--- src/pcac_pkg.sv ---
// shared types and constants for the per-class accuracy counter
// no dependencies; used by the controller, datapath, top level and checker
package pcac_pkg;

   localparam int MAX_CLASSES = 16;
   localparam int COUNT_BITS  = 32;
   localparam int CLS_BITS    = $clog2(MAX_CLASSES);
   localparam int SLOT_BITS   = $clog2(MAX_CLASSES + 1);
   localparam int NCLS_BITS   = 5;
   localparam int PCT_BITS    = 15;
   localparam int PCT_SCALE   = 25600;
   localparam int PROD_BITS   = COUNT_BITS + PCT_BITS;
   localparam int STEP_BITS   = $clog2(PCT_BITS);
   localparam logic [NCLS_BITS-1:0] NCLS_RESET = NCLS_BITS'(2);

   typedef enum logic {
      CMD_COUNT  = 1'b0,
      CMD_REPORT = 1'b1
   } pcac_cmd_type;

   typedef struct packed {
      logic                cmd;
      logic [CLS_BITS-1:0] predicted_class;
      logic [CLS_BITS-1:0] true_class;
   } pcac_req_type;

   typedef struct packed {
      logic [SLOT_BITS-1:0] slot;
      logic [PCT_BITS-1:0]  accuracy_pct;
      logic                 empty_res;
      logic                 last;
   } pcac_rsp_type;

   // controller to datapath
   typedef struct packed {
      logic                 count;
      logic                 load;
      logic                 step;
      logic                 emit;
      logic                 last;
      logic                 clear;
      logic [SLOT_BITS-1:0] slot;
   } pcac_ctl_type;

   typedef enum logic [1:0] {
      ST_IDLE,
      ST_LOAD,
      ST_DIV,
      ST_EMIT
   } pcac_state_type;

endpackage

--- src/pcac_ctrl.sv ---
// report sequencer: walks the slots, runs the divider per slot, emits results;
// passes count words on as a count strobe; depends on pcac_pkg
module pcac_ctrl (
   input  logic                           clock,
   input  logic                           reset,
   input  logic                           start,
   input  logic                           req_cmd,
   input  logic [pcac_pkg::SLOT_BITS-1:0] eff_classes,
   output logic                           busy,
   output pcac_pkg::pcac_ctl_type         ctl
);

   pcac_pkg::pcac_state_type state_ff, state_in;
   logic [pcac_pkg::SLOT_BITS-1:0] slot_ff, slot_in;
   logic [pcac_pkg::STEP_BITS-1:0] step_ff, step_in;

   always_ff @(posedge clock) begin
      if (reset) begin
         state_ff <= pcac_pkg::ST_IDLE;
         slot_ff  <= '0;
         step_ff  <= '0;
      end else begin
         state_ff <= state_in;
         slot_ff  <= slot_in;
         step_ff  <= step_in;
      end
   end

   always_comb begin
      state_in  = state_ff;
      slot_in   = slot_ff;
      step_in   = step_ff;
      ctl       = '0;
      ctl.slot  = slot_ff;
      busy      = (state_ff != pcac_pkg::ST_IDLE);
      case (state_ff)
         pcac_pkg::ST_IDLE: begin
            if (start) begin
               if (req_cmd == pcac_pkg::CMD_REPORT) begin
                  state_in = pcac_pkg::ST_LOAD;
                  slot_in  = '0;
               end else begin
                  ctl.count = 1'b1;
               end
            end
         end
         pcac_pkg::ST_LOAD: begin
            ctl.load = 1'b1;
            step_in  = '0;
            state_in = pcac_pkg::ST_DIV;
         end
         pcac_pkg::ST_DIV: begin
            ctl.step = 1'b1;
            step_in  = step_ff + 1'b1;
            if (step_ff == pcac_pkg::STEP_BITS'(pcac_pkg::PCT_BITS - 1)) begin
               state_in = pcac_pkg::ST_EMIT;
            end
         end
         pcac_pkg::ST_EMIT: begin
            ctl.emit = 1'b1;
            if (slot_ff == eff_classes) begin
               // final slot: clear every counter as the result goes out
               ctl.last  = 1'b1;
               ctl.clear = 1'b1;
               state_in  = pcac_pkg::ST_IDLE;
            end else begin
               slot_in  = slot_ff + 1'b1;
               state_in = pcac_pkg::ST_LOAD;
            end
         end
         default: begin
            state_in = pcac_pkg::ST_IDLE;
         end
      endcase
   end

endmodule

--- src/pcac_dpath.sv ---
// counters, class count register, scale multiply and bit-serial divider
// depends on pcac_pkg
module pcac_dpath (
   input  logic                                clock,
   input  logic                                reset,
   input  pcac_pkg::pcac_ctl_type              ctl,
   input  pcac_pkg::pcac_req_type              req_word,
   input  logic                                csr_we,
   input  logic [pcac_pkg::NCLS_BITS-1:0]      csr_data,
   output logic [pcac_pkg::SLOT_BITS-1:0]      eff_classes,
   output logic                                rsp_valid,
   output pcac_pkg::pcac_rsp_type              rsp_word
);

   localparam int CB = pcac_pkg::COUNT_BITS;
   localparam int PB = pcac_pkg::PCT_BITS;
   localparam logic [CB-1:0] CNT_MAX = '1;

   logic [CB-1:0] total_ff   [pcac_pkg::MAX_CLASSES];
   logic [CB-1:0] correct_ff [pcac_pkg::MAX_CLASSES];
   logic [CB-1:0] hits_ff, samples_ff;
   logic [pcac_pkg::NCLS_BITS-1:0] ncls_ff;

   logic [CB-1:0] div_ff, rem_ff, rem_in;
   logic [PB-1:0] quo_ff, quo_in;
   logic          empty_ff;
   logic          rsp_valid_ff;
   pcac_pkg::pcac_rsp_type rsp_ff;

   logic [pcac_pkg::CLS_BITS-1:0]  tgt, cls_idx;
   logic                           in_range, hit;
   logic [CB-1:0]                  sel_hits, sel_total;
   logic [pcac_pkg::PROD_BITS-1:0] prod;
   logic [CB:0]                    trial;
   logic                           ge;

   always_comb begin
      if (ncls_ff == '0) begin
         eff_classes = pcac_pkg::SLOT_BITS'(1);
      end else if (pcac_pkg::SLOT_BITS'(ncls_ff) >
                   pcac_pkg::SLOT_BITS'(pcac_pkg::MAX_CLASSES)) begin
         eff_classes = pcac_pkg::SLOT_BITS'(pcac_pkg::MAX_CLASSES);
      end else begin
         eff_classes = pcac_pkg::SLOT_BITS'(ncls_ff);
      end
   end

   assign tgt      = req_word.true_class;
   assign in_range = pcac_pkg::SLOT_BITS'(tgt) < eff_classes;
   assign hit      = (req_word.predicted_class == tgt);

   // slot 0 is the overall figure, slot k is class k-1
   assign cls_idx = pcac_pkg::CLS_BITS'(ctl.slot - 1'b1);
   always_comb begin
      if (ctl.slot == '0) begin
         sel_hits  = hits_ff;
         sel_total = samples_ff;
      end else begin
         sel_hits  = correct_ff[cls_idx];
         sel_total = total_ff[cls_idx];
      end
   end

   assign prod = pcac_pkg::PROD_BITS'(sel_hits) *
                 pcac_pkg::PROD_BITS'(pcac_pkg::PCT_SCALE);

   // restoring division, one quotient bit per cycle; hits <= total keeps the
   // quotient within PCT_BITS, so the top part of the dividend starts below the divisor
   assign trial  = {rem_ff, quo_ff[PB-1]};
   assign ge     = (trial >= {1'b0, div_ff});
   assign rem_in = ge ? CB'(trial - {1'b0, div_ff}) : CB'(trial);
   assign quo_in = {quo_ff[PB-2:0], ge};

   always_ff @(posedge clock) begin
      if (reset || ctl.clear) begin
         for (int i = 0; i < pcac_pkg::MAX_CLASSES; i++) begin
            total_ff[i]   <= '0;
            correct_ff[i] <= '0;
         end
         hits_ff    <= '0;
         samples_ff <= '0;
      end else if (ctl.count && in_range) begin
         if (total_ff[tgt] != CNT_MAX) total_ff[tgt] <= total_ff[tgt] + 1'b1;
         if (samples_ff != CNT_MAX) samples_ff <= samples_ff + 1'b1;
         if (hit) begin
            if (correct_ff[tgt] != CNT_MAX) correct_ff[tgt] <= correct_ff[tgt] + 1'b1;
            if (hits_ff != CNT_MAX) hits_ff <= hits_ff + 1'b1;
         end
      end
   end

   always_ff @(posedge clock) begin
      if (reset) begin
         ncls_ff <= pcac_pkg::NCLS_RESET;
      end else if (csr_we) begin
         ncls_ff <= csr_data;
      end
   end

   always_ff @(posedge clock) begin
      if (ctl.load) begin
         rem_ff   <= prod[pcac_pkg::PROD_BITS-1:PB];
         quo_ff   <= prod[PB-1:0];
         div_ff   <= sel_total;
         empty_ff <= (sel_total == '0);
      end else if (ctl.step) begin
         rem_ff <= rem_in;
         quo_ff <= quo_in;
      end
   end

   always_ff @(posedge clock) begin
      if (reset) begin
         rsp_valid_ff <= 1'b0;
      end else begin
         rsp_valid_ff <= ctl.emit;
      end
   end

   always_ff @(posedge clock) begin
      if (ctl.emit) begin
         rsp_ff.slot         <= ctl.slot;
         rsp_ff.accuracy_pct <= empty_ff ? '0 : quo_ff;
         rsp_ff.empty_res    <= empty_ff;
         rsp_ff.last         <= ctl.last;
      end
   end

   assign rsp_valid = rsp_valid_ff;
   assign rsp_word  = rsp_ff;

endmodule

--- src/per_class_accuracy_counter.sv ---
// Per-class accuracy counter. A count word (cmd 0) is taken every cycle while
// busy is low; if its true class is in use it updates the counters in that
// cycle, and busy never rises for it. A report word (cmd 1) raises busy and
// produces one result for the overall accuracy and one per class in use, each
// shown for a single cycle on rsp_valid; every slot runs a 15-step bit-serial
// divider, and all counters are cleared with the last result. The receiver
// cannot stall, so results must be taken as they appear.
// depends on pcac_pkg, pcac_ctrl, pcac_dpath
module per_class_accuracy_counter (
   input  logic                                clock,
   input  logic                                reset,
   input  logic                                start,
   output logic                                busy,
   input  pcac_pkg::pcac_req_type              req_word,
   output logic                                rsp_valid,
   output pcac_pkg::pcac_rsp_type              rsp_word,
   input  logic                                csr_valid,
   output logic                                csr_ready,
   input  logic [pcac_pkg::NCLS_BITS-1:0]      csr_data
);

   pcac_pkg::pcac_ctl_type         ctl;
   logic [pcac_pkg::SLOT_BITS-1:0] eff_classes;

   assign csr_ready = 1'b1;

   pcac_ctrl u_ctrl (
      .clock       (clock),
      .reset       (reset),
      .start       (start),
      .req_cmd     (req_word.cmd),
      .eff_classes (eff_classes),
      .busy        (busy),
      .ctl         (ctl)
   );

   pcac_dpath u_dpath (
      .clock       (clock),
      .reset       (reset),
      .ctl         (ctl),
      .req_word    (req_word),
      .csr_we      (csr_valid & csr_ready),
      .csr_data    (csr_data),
      .eff_classes (eff_classes),
      .rsp_valid   (rsp_valid),
      .rsp_word    (rsp_word)
   );

endmodule

--- config.mk ---
export PLATFORM = sky130hd
export DESIGN_NAME = per_class_accuracy_counter
export DESIGN_NICKNAME = d
export VERILOG_FILES = /design/src/pcac_pkg.sv /design/src/pcac_ctrl.sv /design/src/pcac_dpath.sv /design/src/per_class_accuracy_counter.sv
export SDC_FILE = /design/constraint.sdc
export NUM_CORES = 2
export LEC_CHECK = 0
export ABC_AREA = 1
export BUFFER_PORTS_ARGS = -buffer_cell sky130_fd_sc_hd__buf_2
export CAP_MARGIN = 25
export CORE_MARGIN = 2
export CORE_UTILIZATION = 30
export CTS_CLUSTER_SIZE = 12
export DETAILED_ROUTE_END_ITERATION = 10
export PLACE_DENSITY_LB_ADDON = 0.12
export SYNTH_ARGS = -nofsm -noshare
export SYNTH_HDL_FRONTEND = slang
export SYNTH_SLANG_ARGS = --single-unit
export TNS_END_PERCENT = 20
--- constraint.sdc ---
create_clock -name clock -period 8.1 [get_ports clock]
set_input_delay 2.43 -clock clock [delete_from_list [all_inputs] [get_ports clock]]
set_output_delay 2.43 -clock clock [all_outputs]
set_load 0.02 [all_outputs]
After elaboration in Yosys (flattened, before gate mapping). Memories as Yosys holds them, arrays and structs flattened. Cells that the tools add are included.

Output and inout port bits: 25. Memories: 2. Word-level logic and storage cells: 103. RAM bits: 1024. Input port bits: 18. Flip-flop bits (word level): 183.

Multiply operators: 1. Order comparisons: 3. Eq/ne operators: 14. Add/subtract/negate cells: 8. Multiplexer cells: 43. Reduce and logical (&&, ||, !) cells: 16.

Memory list: u_dpath.correct_ff (words 16, bits a word 32, read ports 2, clocked after Yosys merged registers in 0, wr ports 16, RTL line pcac_dpath.sv:20) `logic [CB-1:0] correct_ff [pcac_pkg::MAX_CLASSES];`; u_dpath.total_ff (words 16, bits a word 32, read ports 2, clocked after Yosys merged registers in 0, wr ports 16, RTL line pcac_dpath.sv:19) `logic [CB-1:0] total_ff [pcac_pkg::MAX_CLASSES];`.

Operators with widths (count): $mux W32 (7); $add A32 B1 Y32 const B (4); $ne A32 B32 Y1 const B (4); $reduce_or A32 Y1 (2); $mul A32 B5 Y37 const B (1); $ge A33 B32 Y1 (1); $logic_not A32 Y1 (1); $sub A32 B32 Y32 (1); $mux W15 (2); $mux W5 (5); $mux W1 (19); $logic_not A5 Y1 (2); $pmux W5 S2 (1); $mux W2 (4); $mux W4 (2); $pmux W2 S4 (1); $pmux W4 S2 (1); $reduce_bool A2 Y1 (4); $ne A2 B2 Y1 const B (3); $reduce_and A3 Y1 (2); $add A5 B1 Y5 const B (1); $eq A5 B5 Y1 (1); $gt A5 B5 Y1 const B (1); $lt A4 B5 Y1 (1); 13 further kinds (14).

Logic depth before layout (Yosys ltp).
Depth in word-level cells: 11. Depth in mapped cells: 38.

Modules after synthesis. From an unflattened synthesis, not the netlist that was laid out.

Cells, all modules: 9695. Area, all modules: 73680.7 sq um.

Modules (own cells, without submodules): pcac_dpath (sequential area each 35113.7 sq um, times used 1, area an instance 72891.2 sq um, cells an instance 9583); pcac_ctrl (sequential area each 220.2 sq um, times used 1, area an instance 778.2 sq um, cells an instance 110); per_class_accuracy_counter (sequential area each 0.0 sq um, times used 1, area an instance 11.3 sq um, cells an instance 2).

Worst setup path before layout. OpenSTA, ideal clock, no wires.

Path kind: register to register. Start point: register u_ctrl.slot_ff[0] in the netlist's numbering. End point: register u_dpath.rem_ff[29], data pin. Library setup time: 0.254 ns. Path buffers: 9. Setup slack: 1.619 ns. Cell stages (with the launch flop): 33. Arrival time: 6.227 ns. Path through: dfxtp_1 -> inv_2 -> clkbuf_1 -> clkbuf_1 -> clkbuf_1 -> clkbuf_1 -> ha_1 -> clkbuf_1 -> clkbuf_1 -> clkbuf_1 -> clkbuf_1 -> clkbuf_1 -> o21ai_0 -> o221ai_1 -> nand3_1 -> a22oi_1 -> ha_1 -> ha_1 -> ha_1 -> xor2_1 -> ha_1 -> nand2_1 -> nand2_1 -> o21a_1 -> a31oi_1 -> o21ai_0 -> nand2_1 -> nand2_1 -> nand2_1 -> nand2_1 -> nand2_1 -> nand3_1 -> nand2_1.

Cells in the longest elaborated chain, start to end: 5.

RTL lines: start: declaration (RTL line pcac_ctrl.sv:14) `logic [pcac_pkg::SLOT_BITS-1:0] slot_ff, slot_in;`; start signal: assignment (RTL line pcac_ctrl.sv:24) `slot_ff <= slot_in;`; $sub A4 B1 Y4 (RTL line pcac_dpath.sv:53) `assign cls_idx = pcac_pkg::CLS_BITS'(ctl.slot - 1'b1);`; $mem_v2 Z16 W32; $mux W32 * (RTL line pcac_dpath.sv:55) `if (ctl.slot == '0) begin`; $mul A32 B5 Y37 * (RTL line pcac_dpath.sv:64) `assign prod = pcac_pkg::PROD_BITS'(sel_hits) *`; $mux W32 * (RTL line pcac_dpath.sv:101) `if (ctl.load) begin`; end signal: assignment (RTL line pcac_dpath.sv:102) `rem_ff <= prod[pcac_pkg::PROD_BITS-1:PB];`; end signal: assignment (RTL line pcac_dpath.sv:107) `rem_ff <= rem_in;`; end: declaration (RTL line pcac_dpath.sv:24) `logic [CB-1:0] div_ff, rem_ff, rem_in;`.

Mark *: on every way between the ends. The rest lies on a longest branch, timed or not. A chain may end at the register's enable or synchronous reset.

Worst setup path in the final report.
Start point: register u_ctrl.slot_ff[0] in the netlist's numbering. End point: register u_dpath.rem_ff[25], data pin.

The elaborated chain is that of the path after synthesis.

==> impl_metrics.json <==
{
  "hp-class": "reg2reg",
  "grt_max_degree": 184,
  "synthArstFlopShare": 0,
  "cts_made_buffers": 154,
  "place_area_sq_um": 76400,
  "port-buffer-count": 41,
  "synth_edf_count": 1116,
  "place_congestion": 0.891,
  "path_class": "reg2reg",
  "synth_top_area_share": 0.459,
  "place_hpwl_um": 187000,
  "cts_root_buffer": "clkbuf_16",
  "syn_area_sq_um": 73000,
  "synth_cells": 9254,
  "dieArea_sq_um": 247000,
  "crit_fanout": 73,
  "p_sw_frac": 0.442,
  "slowest_stage": "a31oi_1",
  "syn-num-nets": 9449,
  "fp.dieW_um": 497,
  "initial_utilization": 0.301,
  "syn2layout_area_growth_pct": 11.3,
  "start_kind": "flip-flop",
  "peakVddDrop_v": 0.000394,
  "grt_pass1_wl_um": 452000,
  "final_cells": 12400,
  "ys_types": 55,
  "clock-sinks": 1207,
  "maxSlewHeadroom": 0.263,
  "cts_buffer_depth": 3,
  "ys_warn_count": 0,
  "fin_skew_ns": 0.0455,
  "p_per_area_nw_per_um2": 314,
  "cts_tree": "built",
  "ys.flop_type": "edfxtp_1",
  "maxCapViolCount": 0,
  "fmax_mhz": 140,
  "finalHoldViolCount": 0,
  "final_area_sq_um": 81200,
  "synth_most_common_cell": "nand2_1",
  "vias": 66300,
  "first_pass_iters": 8,
  "post_cts_buffers": 0,
  "synth-seq-cells": 1207,
  "power.leakage_uw": 0.0322,
  "layout_min_cycle_time_ns": 7.12,
  "power_frac_seq": 0.303,
  "cp_data_arrival_time_ns": 7.70,
  "ant_nets": 0,
  "rows": 181,
  "coreArea_sq_um": 243000,
  "wl_um": 313000,
  "yosys.area.top_type": "edfxtp_1",
  "endpoint_kind": "flip-flop",
  "worst_pin_slew_ns": 1.11,
  "drtIter0Drc": 6834,
  "critical-path-max-stage-delay_ns": 0.72,
  "period_share": 0.879,
  "clkTransAtPathRegs_ns": 0.06,
  "wl_per_cell_um": 25.4,
  "h-tree-depth": 4,
  "drc": 0,
  "maxSlewViolCount": 0,
  "rsz0062_at_grt": "no",
  "synth_area_leaders": "edfxtp_1, nand2_1, nor2_1",
  "synth_common_cells": "nand2_1, nor2_1, edfxtp_1, o21ai_0, inv_1",
  "ctsHoldBuffers": 0,
  "clockPowerShare": 0.268,
  "fin_setup_tns_ns": 0,
  "track_usage": 0.246,
  "drive_gt1_frac": 0.0636,
  "required_ns": 8.68,
  "p_comb_frac": 0.430,
  "power_uw": 25500,
  "ios": 43,
  "place_inst": 12100,
  "yosysSeqAreaShare": 0.484,
  "grt_overflow_total": 0,
  "clock_latency_ns": 0.83,
  "syn_avg_cell_area_sq_um": 7.89,
  "grt_pass1_vias": 63900,
  "setup_viol": 0,
  "antenna_found_initial": 6,
  "cts_resized": 0,
  "switchingPower_uw": 11300,
  "vias_per_cell": 5.36,
  "num-nets-final": 9230,
  "dieHeight_um": 497,
  "internal_power_uw": 14200,
  "status": "completed",
  "path_common_cell": "o21ai_0"
}
==> power by group through the flow <==
stage               registers (uW)  logic [uW]  clock network (uW)
floorplan                     7750        6540                   0
global placement              7830       10800                   0
detailed placement            7830       10800                   0
CTS                           7710       10900                6940
global route                  7760       11900                7160
finish                        7710       10900                6810
==> through the flow <==
stage          hold slack (ns)   util  setup WS [ns]
6_report                 0.478  0.335          0.981
3_3_place_gp             0.462  0.315          0.929
5_1_grt                  0.512  0.335          0.532
2_1_floorplan            0.442      -           1.62
3_5_place_dp             0.461  0.315          0.923
4_1_cts                  0.477  0.335          0.900
==> cell usage in the layout (no fill, tap or decap), drive strengths merged, types with 4 or more instances in the layout <==
master	instances
nor2	1835
o22ai	8
xor2	96
nand3	485
o21a	6
a21oi	353
a22oi	4
buf	235
a21o	6
diode	4
clkinv	60
nand3b	46
o21ai	607
nand2	2773
bufinv	10
nor4	21
a221oi	44
fa	26
xnor2	28
dfxtp	91
and3	7
inv	560
edfxtp	1116
ha	151
clkbuf	198
o221ai	158
a31oi	17
o211ai	35
nand4	96
nor3	50
o21bai	7
==> worst max-delay path, delay by kind of cell, from the launching register on <==
kind	cells	cell delay [ns]
AND/OR/NAND/NOR	5	0.60
adder cells (fa/ha/maj)	5	2.10
flip-flops	1	0.62
buffers and inverters	7	1.25
AO/OA/AOI/OAI	8	2.21
==> layer usage <==
layer / wire length, um / global-route usage
met3: 23000 / 0.0343
met2: 142000 / 0.393
met4: 9710 / 0.0820
met1: 139000 / 0.342
met5: 13 / 0
==> worst paths after layout <==
| kind | end | cells after the start | from | slack [ns] |
|---|---|---|---|---|
| min | u_dpath.quo_ff[7] | 2 | u_dpath.quo_ff[6] | 0.48 |
| max reg2reg | u_dpath.rem_ff[25] | 25 | u_ctrl.slot_ff[0] | 0.98 |
| max | u_dpath.rem_ff[25] | 25 | u_ctrl.slot_ff[0] | 0.98 |
| min reg2reg | u_dpath.quo_ff[7] | 2 | u_dpath.quo_ff[6] | 0.48 |
==> cells by family after synthesis <==
group                    Yosys count  synth area share
AND/OR/NAND/NOR                 5319             0.296
XOR/XNOR                         124            0.0161
buffers and inverters           1167            0.0709
other                              1         0.0000514
flip-flops                      1207             0.484
AO/OA/AOI/OAI                   1259            0.0997
adder cells (fa/ha/maj)          177            0.0330
==> flip-flops by register name, summed over array words and instances (netlist names) <==
name / cells
u_dpath.total_ff: 512
u_ctrl.state_ff: 2
u_dpath.quo_ff: 15
u_dpath.correct_ff: 512
u_dpath.rem_ff: 32
u_ctrl.slot_ff: 5
u_dpath.ncls_ff: 5
u_dpath.hits_ff: 32
u_dpath.div_ff: 32
u_ctrl.step_ff: 4
u_dpath.empty_ff: 1
u_dpath.samples_ff: 32
u_dpath.rsp_word: 22
u_dpath.rsp_valid: 1
==> final cells by class <==
| cell class | instances | area (sq um) |
|---|---|---|
| clock buffer | 198 | 4100 |
| tap | 3202 | 4010 |
| clock inverter | 75 | 734 |
| antenna | 4 | 10.0 |
| multi-input combinational | 6880 | 32600 |
| inverter | 557 | 2140 |
| fill | 25300 | 161000 |
| sequential | 1207 | 35300 |
| timing repair buffer | 235 | 2240 |
No activity file was read; power rests on OpenSTA's default activity.
